`src/rtl/pts_pkg.sv`:
```
// Shared types and constants of the particle transport step unit.
package pts_pkg;

    localparam int DIR_W    = 16;
    localparam int POS_IO_W = 32;
    localparam int CFG_W    = 31;
    localparam int CNT_IO_W = 16;

    localparam logic [1:0] MODE_LOAD    = 2'd0;
    localparam logic [1:0] MODE_MOVE    = 2'd1;
    localparam logic [1:0] MODE_SCATTER = 2'd2;
    localparam logic [1:0] MODE_NOP     = 2'd3;

    localparam logic REG_STEP   = 1'b0;
    localparam logic REG_RADIUS = 1'b1;

    localparam logic [CFG_W-1:0] STEP_RESET   = 31'd65536;
    localparam logic [CFG_W-1:0] RADIUS_RESET = 31'd6553600;

    typedef logic signed [DIR_W-1:0] t_dir;

    typedef struct packed {
        logic start;
        t_dir a;
        t_dir b;
        t_dir c;
    } t_norm_req;

    typedef struct packed {
        logic done;
        t_dir dx;
        t_dir dy;
        t_dir dz;
    } t_norm_rsp;

endpackage

```
`src/rtl/pts_norm_unit.sv`:
```
// Bit-serial direction normalizer: squares, square root and three divisions.
module pts_norm_unit import pts_pkg::*; (
    input  logic      i_clk,
    input  logic      i_rst_n,
    input  t_norm_req i_req,
    output t_norm_rsp o_rsp
);

    localparam logic [2:0] S_IDLE = 3'd0;
    localparam logic [2:0] S_SQR  = 3'd1;
    localparam logic [2:0] S_SUM  = 3'd2;
    localparam logic [2:0] S_ROOT = 3'd3;
    localparam logic [2:0] S_PREP = 3'd4;
    localparam logic [2:0] S_DIV  = 3'd5;
    localparam logic [2:0] S_DONE = 3'd6;

    localparam logic [4:0] SQR_LAST  = 5'd15;
    localparam logic [4:0] ROOT_LAST = 5'd29;
    localparam logic [4:0] DIV_LAST  = 5'd14;
    localparam logic [14:0] Q_CAP    = 15'd16384;

    logic [2:0]  r_state, n_state;
    logic [4:0]  r_cnt;
    logic [15:0] r_mp   [3];
    logic [31:0] r_mc   [3];
    logic [31:0] r_acc  [3];
    logic        r_neg  [3];
    logic [59:0] r_rad;
    logic [31:0] r_rem;
    logic [29:0] r_root;
    logic [29:0] r_drem [3];
    logic [14:0] r_dnum [3];
    logic [14:0] r_quo  [3];
    t_dir        r_out  [3];
    logic        r_done;

    t_dir        w_in   [3];
    logic [33:0] w_rsh;
    logic [33:0] w_trial;
    logic [32:0] w_sum;
    logic [44:0] w_num  [3];
    logic [30:0] w_dsh  [3];
    logic [14:0] w_qcap [3];

    assign w_in[0] = i_req.a;
    assign w_in[1] = i_req.b;
    assign w_in[2] = i_req.c;

    always_comb begin
        w_rsh   = {r_rem, r_rad[59:58]};
        w_trial = {2'b00, r_root, 2'b01};
        w_sum   = {1'b0, r_acc[0]} + {1'b0, r_acc[1]} + {1'b0, r_acc[2]};
        for (int k = 0; k < 3; k++) begin
            w_num[k]  = {1'b0, r_mp[k], 28'd0} + {16'd0, r_root[29:1]};
            w_dsh[k]  = {r_drem[k], r_dnum[k][14]};
            w_qcap[k] = (r_quo[k] > Q_CAP) ? Q_CAP : r_quo[k];
        end
    end

    always_comb begin
        n_state = r_state;
        case (r_state)
            S_IDLE: if (i_req.start) n_state = S_SQR;
            S_SQR:  if (r_cnt == 5'd0) n_state = S_SUM;
            S_SUM:  n_state = S_ROOT;
            S_ROOT: if (r_cnt == 5'd0) n_state = S_PREP;
            S_PREP: n_state = S_DIV;
            S_DIV:  if (r_cnt == 5'd0) n_state = S_DONE;
            S_DONE: n_state = S_IDLE;
            default: n_state = S_IDLE;
        endcase
    end

    always_ff @(posedge i_clk) begin
        if (!i_rst_n) begin
            r_state <= S_IDLE;
            r_done  <= 1'b0;
        end else begin
            r_state <= n_state;
            r_done  <= (r_state == S_DONE);
        end
    end

    always_ff @(posedge i_clk) begin
        case (r_state)
            S_IDLE: begin
                for (int k = 0; k < 3; k++) begin
                    r_neg[k] <= w_in[k][15];
                    r_mp[k]  <= w_in[k][15] ? 16'(-w_in[k]) : 16'(w_in[k]);
                    r_mc[k]  <= w_in[k][15] ? {16'd0, 16'(-w_in[k])} : {16'd0, 16'(w_in[k])};
                    r_acc[k] <= '0;
                end
                r_cnt <= SQR_LAST;
            end
            S_SQR: begin
                // mp is kept intact for the divider; the counter picks its bits and mc is shifted into place
                for (int k = 0; k < 3; k++) begin
                    if (r_mp[k][15 - r_cnt[3:0]])
                        r_acc[k] <= r_acc[k] + (r_mc[k] << (15 - r_cnt[3:0]));
                end
                r_cnt <= r_cnt - 5'd1;
            end
            S_SUM: begin
                r_rad  <= {w_sum[31:0], 28'd0};
                r_rem  <= '0;
                r_root <= '0;
                r_cnt  <= ROOT_LAST;
            end
            S_ROOT: begin
                if (w_rsh >= w_trial) begin
                    r_rem  <= 32'(w_rsh - w_trial);
                    r_root <= {r_root[28:0], 1'b1};
                end else begin
                    r_rem  <= w_rsh[31:0];
                    r_root <= {r_root[28:0], 1'b0};
                end
                r_rad <= {r_rad[57:0], 2'b00};
                r_cnt <= r_cnt - 5'd1;
            end
            S_PREP: begin
                for (int k = 0; k < 3; k++) begin
                    r_drem[k] <= w_num[k][44:15];
                    r_dnum[k] <= w_num[k][14:0];
                    r_quo[k]  <= '0;
                end
                r_cnt <= DIV_LAST;
            end
            S_DIV: begin
                for (int k = 0; k < 3; k++) begin
                    if (w_dsh[k] >= {1'b0, r_root}) begin
                        r_drem[k] <= 30'(w_dsh[k] - {1'b0, r_root});
                        r_quo[k]  <= {r_quo[k][13:0], 1'b1};
                    end else begin
                        r_drem[k] <= w_dsh[k][29:0];
                        r_quo[k]  <= {r_quo[k][13:0], 1'b0};
                    end
                    r_dnum[k] <= {r_dnum[k][13:0], 1'b0};
                end
                r_cnt <= r_cnt - 5'd1;
            end
            S_DONE: begin
                for (int k = 0; k < 3; k++)
                    r_out[k] <= r_neg[k] ? -$signed({1'b0, w_qcap[k]}) : $signed({1'b0, w_qcap[k]});
            end
            default: r_cnt <= '0;
        endcase
    end

    assign o_rsp.done = r_done;
    assign o_rsp.dx   = r_out[0];
    assign o_rsp.dy   = r_out[1];
    assign o_rsp.dz   = r_out[2];

`ifndef ASSERT_OFF
    a_root_bounded: assert property (@(posedge i_clk) disable iff (!i_rst_n)
        (r_state == S_DIV) |-> (r_root != 30'd0))
        else $error("zero divisor in normalizer");
    a_done_after_last: assert property (@(posedge i_clk) disable iff (!i_rst_n)
        r_done |-> $past(r_state == S_DONE))
        else $error("done without finishing divide");
    a_start_idle: assert property (@(posedge i_clk) disable iff (!i_rst_n)
        (r_state == S_SQR && $past(r_state) == S_IDLE) |-> $past(i_req.start))
        else $error("normalizer left idle without start");
`endif

endmodule

```
`config.mk`:
```
export PLATFORM = sky130hd
export DESIGN_NAME = pts_norm_unit
export DESIGN_NICKNAME = d
export VERILOG_FILES = /design/src/rtl/pts_pkg.sv /design/src/rtl/pts_norm_unit.sv
export SDC_FILE = /design/constraint.sdc
export NUM_CORES = 2
export LEC_CHECK = 0
export BUFFER_PORTS_ARGS = -buffer_cell sky130_fd_sc_hd__buf_4
export CAP_MARGIN = 20
export CORE_ASPECT_RATIO = 0.75
export CORE_MARGIN = 2
export CORE_UTILIZATION = 60
export DETAILED_ROUTE_END_ITERATION = 6
export PLACE_DENSITY = 0.77
export SETUP_SLACK_MARGIN = 0.05
export SLEW_MARGIN = 20
export SYNTH_ARGS = -nofsm -noshare
export SYNTH_HDL_FRONTEND = slang
export SYNTH_SLANG_ARGS = --single-unit
```
`constraint.sdc`:
```
create_clock -name i_clk -period 6.3 [get_ports i_clk]
set_input_delay 0.63 -clock i_clk [delete_from_list [all_inputs] [get_ports i_clk]]
set_output_delay 0.63 -clock i_clk [all_outputs]
set_load 0.005 [all_outputs]
```
=== Word level (Yosys, flattened, before mapping) ===
Memory sizes are Yosys's and may differ from the RTL's.
Index checks and enable logic that the tools add are counted.

* Bits in registers: 131
* Word-level logic and storage cells: 160
* Bits of input ports: 51
* Memories: 8
* Output and inout bits: 49
* Memory bits (writable): 423

{| class="wikitable"
|+ Memory list
! memory !! words !! bits a word !! rd ports !! clocked after Yosys merged registers in !! wr ports !! RTL line !! text
|-
| r_acc || 3 || 32 || 3 || 0 || 3 || pts_norm_unit.sv:26 || <nowiki>logic [31:0] r_acc [3];</nowiki>
|-
| r_drem || 3 || 30 || 3 || 0 || 3 || pts_norm_unit.sv:31 || <nowiki>logic [29:0] r_drem [3];</nowiki>
|-
| r_mc || 3 || 16 || 3 || 0 || 3 || pts_norm_unit.sv:25 || <nowiki>logic [31:0] r_mc [3];</nowiki>
|-
| r_mp || 3 || 16 || 3 || 0 || 3 || pts_norm_unit.sv:24 || <nowiki>logic [15:0] r_mp [3];</nowiki>
|-
| r_out || 3 || 16 || 3 || 0 || 3 || pts_norm_unit.sv:34 || <nowiki>t_dir r_out [3];</nowiki>
|-
| r_dnum || 3 || 15 || 3 || 0 || 3 || pts_norm_unit.sv:32 || <nowiki>logic [14:0] r_dnum [3];</nowiki>
|-
| 2 more memories || - || - || - || - || - || - ||
|}

* Reduce and logical (&&, ||, !) cells: 5
* Bitwise operators: 18
* Shift-type cells: 3
* Mux-type cells: 82
* $add $sub $neg: 20
* Eq/ne operators: 10
* Magnitude comparators: 8

{| class="wikitable"
|+ Operators by type and width
! cell !! number
|-
| $mux W15 || 12
|-
| $mux W30 || 6
|-
| $add A32 B32 Y32 || 5
|-
| $mux W16 || 9
|-
| $add A44 B29 Y45 || 3
|-
| $mux W32 || 4
|-
| $pmux W60 S2 || 1
|-
| $shl A32 B32 Y32 || 3
|-
| $ge A31 B30 Y1 || 3
|-
| $sub A30 B30 Y30 || 3
|-
| $pmux W32 S2 || 1
|-
| $pmux W30 S2 || 1
|-
| $neg A15 Y16 || 3
|-
| $neg A16 Y16 || 3
|-
| $gt A15 B15 Y1 const B || 3
|-
| $mux W1 || 39
|-
| $ge A34 B32 Y1 || 1
|-
| $lt A32 B5 Y1 const B || 1
|-
| $sub A32 B32 Y32 || 1
|-
| $pmux W5 S5 || 1
|-
| $or A1 B1 Y1 || 18
|-
| $pmux W3 S6 || 1
|-
| $bmux W1 S4 || 3
|-
| $mux W3 || 4
|-
| 11 further kinds || 17
|}

=== Depth between registers and ports, before layout ===
* Depth in word-level cells: 7
* Depth in mapped cells: 21
* Gate-level depth less buffers: 17

=== Worst setup path before layout ===
Ideal clock, no wire load.

* Path type: reg2reg
* Start: register r_state[1]
* End: memory r_quo[2][10], data pin
* Buffers on the path: 3
* Slack: 0.680 ns
* Required time: 6.137 ns
* Period minus slack after synthesis: 5.620 ns
* Arrival: 5.458 ns
* Library setup time: 0.163 ns
* Stages on the path, launching flop included: 6
* Path through: dfxtp_1 > clkbuf_1 > nor2b_1 > clkbuf_1 > clkbuf_1 > and3_1

{| class="wikitable"
|+ RTL lines
! element !! RTL line !! text
|-
| start: declaration || pts_norm_unit.sv:22 || <nowiki>logic [2:0] r_state, n_state;</nowiki>
|-
| start signal: assignment || pts_norm_unit.sv:79 || <nowiki>r_state <= n_state;</nowiki>
|-
| end: declaration || pts_norm_unit.sv:33 || <nowiki>logic [14:0] r_quo [3];</nowiki>
|}

==> flow_metrics.env <==
export IMPL_outcome="completed"
export IMPL_antenna_found_initial=2
export IMPL_p_sw_mw=4.34
export IMPL_cellPowerDensity_nw_per_um2=303
export IMPL_core_area_um2=59200
export IMPL_setup_viol=0
export IMPL_final_area_um2=39100
export IMPL_synth_simple_area_share_pct=16.6
export IMPL_synth_compound_area_share_pct=18.8
export IMPL_drc=0
export IMPL_crit_top_cell="o21ai_0"
export IMPL_post_cts_buffers=0
export IMPL_hp_class="input pin to flip-flop"
export IMPL_n_fill_cell=4829
export IMPL_num_vias=30417
export IMPL_tightest_slew_ps=1040
export IMPL_maxCapViolCount=0
export IMPL_power_frac_comb_pct=37.2
export IMPL_start_util_pct=61.0
export IMPL_swShare_pct=36.6
export IMPL_synth_top_cell_area_share_pct=36.9
export IMPL_reg2reg_slack_ps=1010
export IMPL_multi_input_comb_area_um2=21500
export IMPL_syn_inst=3864
export IMPL_wl_per_cell_um=22.0
export IMPL_crit_required_ps=6640
export IMPL_grt_max_degree=98
export IMPL_utilization_pct=66.1
export IMPL_grt_ovfl_total=0
export IMPL_dp_slack_ps=1140
export IMPL_clock_sinks=448
export IMPL_root_buffer="clkbuf_16"
export IMPL_period_needed_ps=5290
export IMPL_hold_start="i_req[16]"
export IMPL_synth_top_family_by_area="compound AO/OA/AOI/OAI gates"
export IMPL_dieArea_um2=62100
export IMPL_p_leak_nw=15.9
export IMPL_insertion_delay_ps=620
export IMPL_drtPass1Iterations=6
export IMPL_seq_power_share_pct=36.1
export IMPL_clk_pin_slew_ps=70
export IMPL_hold_viol_final=0
export IMPL_viasPerCell=6.48
export IMPL_fmax_mhz=189
export IMPL_path_class="flip-flop to flip-flop"
export IMPL_min_to="r_mc[0][16]$_DFFE_PP_"
export IMPL_endpoint_kind="flip-flop"
export IMPL_slowest_stage="edfxtp_1"
export IMPL_rr_endpoint="r_acc[0][31]$_SDFFCE_PP0P_"
export IMPL_cts_tree="built"
export IMPL_rr_startpoint="r_cnt[1]$_SDFFCE_PN0N_"
export IMPL_vdd_drop_max_v=0.000287
export IMPL_nets=4213
export IMPL_synth_area_leaders="edfxtp_1, ha_1, xnor2_1"
export IMPL_place_hpwl_mm=76.9
export IMPL_syn_cell_area_um2=36100
export IMPL_drv_slew=0
export IMPL_synthAdderAreaFrac_pct=11.0
export IMPL_dpl_cell_area_um2=37400
export IMPL_antenna_cells=0
export IMPL_crit_chain="clkinv_1 > nor2_1 > nand2_1 > o21ai_0 > nand2_1 > o21ai_0 > ha_1 > a21o_1 > a22oi_1 > o221ai_1 > a211oi_1 > o21ai_0 > nand4_1 > a21boi_0 > mux2_2 > or4_1"
export IMPL_synth_nets=4210
export IMPL_seq_area_um2=13400
export IMPL_crit_path_max_incr_delay_ps=860
export IMPL_yosysWarnings=0
export IMPL_finalWirelength_mm=103
export IMPL_num_rows=77
export IMPL_fin_skew_ps=26.6
export IMPL_track_usage_pct=32.5
export IMPL_final_antenna_net_count=0
export IMPL_fin_ws_ps=1010
export IMPL_grt_pass1_vias=26948
export IMPL_muxShareOfSynthArea_pct=5.99
export IMPL_async_reset_ff_share_pct=0
export IMPL_synth_most_common_cell="edfxtp_1"
export IMPL_synth_top_cell_by_area="edfxtp_1"
export IMPL_arrival_ps=5620
export IMPL_h_tree_depth=2
export IMPL_ios=100
export IMPL_die_y_um=216
export IMPL_synth_edff_count=443
export IMPL_pwr_share_clk_pct=26.7
export IMPL_crit_buf_inv=1
export IMPL_synth_xor_area_share_pct=7.09
export IMPL_synth_area_per_cell_um2=9.33
export IMPL_cp_top_family="compound AO/OA/AOI/OAI gates"
export IMPL_grt_pass1_wl_mm=158
export IMPL_path_max_fanout=16
export IMPL_slew_headroom_pct=30.4
export IMPL_cts_buffers=47
export IMPL_yosys_top_cells_count="edfxtp_1, nor2_1, nand2_1"
export IMPL_fin_tns_setup_ps=0
export IMPL_ys_seq_area_share_pct=37.2
export IMPL_drt_iter0_markers=3976
export IMPL_cts_hold_buf=0
export IMPL_rsz0062_at_grt="no"
export IMPL_stdcell_count=4693
export IMPL_intPower_mw=7.52
export IMPL_place_inst=4608
export IMPL_total_power_mw=11.9
export IMPL_fp_dieW_um=287
export IMPL_holdWs_ps=241
export IMPL_io_buffer_count=99
export IMPL_final_layout_size_suffix_gt1_share_pct=7.51
export IMPL_ff2ff_path_depth=16
export IMPL_ys_types=80
export IMPL_holdPathStages=1
export IMPL_synth_ff_type="edfxtp_1"
export IMPL_synth_seq_cells=448
export IMPL_syn_to_final_growth_pct=8.49
export IMPL_ctsResizeCount=0
export IMPL_cp_start_kind="flip-flop"
export IMPL_place_congestion=0.967
export IMPL_fin_crit_sh_pct=83.9
export IMPL_clock_path_buffers=3
[registers in the layout, summed over array words and instances (netlist names)]
name	cells
r_rem	32
r_cnt	5
r_done	1
r_dnum	15
r_out	48
r_neg	3
r_acc	96
r_quo	45
r_rad	32
r_root	30
r_mc	48
r_drem	90
r_state	3
[cell type report]
cell class	instances	share of cell area, %
Clock buffer	55	3.13
Clock inverter	30	1.26
Inverter	131	1.27
Multi-Input combinational cell	3112	55.0
Sequential cell	448	34.3
Tap cell	790	2.53
Timing Repair Buffer	127	2.53
[power groups by stage]
| stage | clock network (mW) | registers [mW] | logic [mW] |
|---|---|---|---|
| after global routing | 3.31 | 4.27 | 4.93 |
| after global placement | 0 | 4.29 | 4.24 |
| after detailed placement | 0 | 4.29 | 4.30 |
| final | 3.17 | 4.28 | 4.41 |
| after floorplan | 0 | 3.96 | 3.45 |
| after CTS | 3.20 | 4.23 | 4.33 |
[cells by family (layout without fill, tap and decap cells)]
logic type	Yosys count	count (layout)
AND/OR/NAND/NOR	1256	1256
multiplexers	193	193
XOR/XNOR	292	292
AO/OA/AOI/OAI	1076	1076
buffers and inverters	304	343
adder cells (fa/ha/maj)	295	295
flip-flops	448	448
[worst max path at each step]
stage | start | end | slack (ps) | cells past startpoint
floorplan | r_state[1]$_SDFFE_PN0P_ | r_quo[2][10]$_DFFE_PP_ | 680 | 5
global placement | r_cnt[1]$_SDFFCE_PN0N_ | r_acc[0][31]$_SDFFCE_PP0P_ | 1210 | 16
detailed placement | r_cnt[1]$_SDFFCE_PN0N_ | r_acc[0][31]$_SDFFCE_PP0P_ | 1140 | 16
CTS | r_cnt[1]$_SDFFCE_PN0N_ | r_acc[0][31]$_SDFFCE_PP0P_ | 1110 | 16
global route | r_cnt[1]$_SDFFCE_PN0N_ | r_acc[0][31]$_SDFFCE_PP0P_ | 730 | 16
finish | r_cnt[1]$_SDFFCE_PN0N_ | r_acc[0][31]$_SDFFCE_PP0P_ | 1010 | 16
[cells in the final DEF (no fill, tap or decap), drive strengths merged, types with 19 or more instances in the layout]
cell type / netlist / layout
or3: 32 / 32
fa: 38 / 38
and3: 77 / 77
o21bai: 33 / 33
xnor2: 173 / 173
o21a: 42 / 42
o21ai: 258 / 258
ha: 257 / 257
o31ai: 36 / 36
clkbuf: 141 / 55
nor2: 395 / 395
mux2i: 145 / 145
a211oi: 38 / 38
nand2: 329 / 329
nand2b: 36 / 36
nand4: 50 / 50
o22ai: 24 / 24
a21o: 155 / 155
mux2: 33 / 33
buf: 32 / 127
edfxtp: 443 / 443
xor2: 119 / 119
nor2b: 61 / 61
and2: 34 / 34
inv: 129 / 131
nor3: 70 / 70
nor4: 19 / 19
a21oi: 300 / 300
or4: 19 / 19
a31oi: 37 / 37
nand3: 71 / 71
[layer usage]
| layer | vias up | wire (um) | global-route usage [%] |
|---|---|---|---|
| met5 | - | 0 | 0 |
| met2 | 1524 | 39200 | 42.2 |
| li1 | 14384 | - | - |
| met1 | 14381 | 48400 | 52.7 |
| met3 | 128 | 13400 | 9.20 |
| met4 | 0 | 2140 | 6.72 |
No activity file was read; power rests on OpenSTA's default activity.
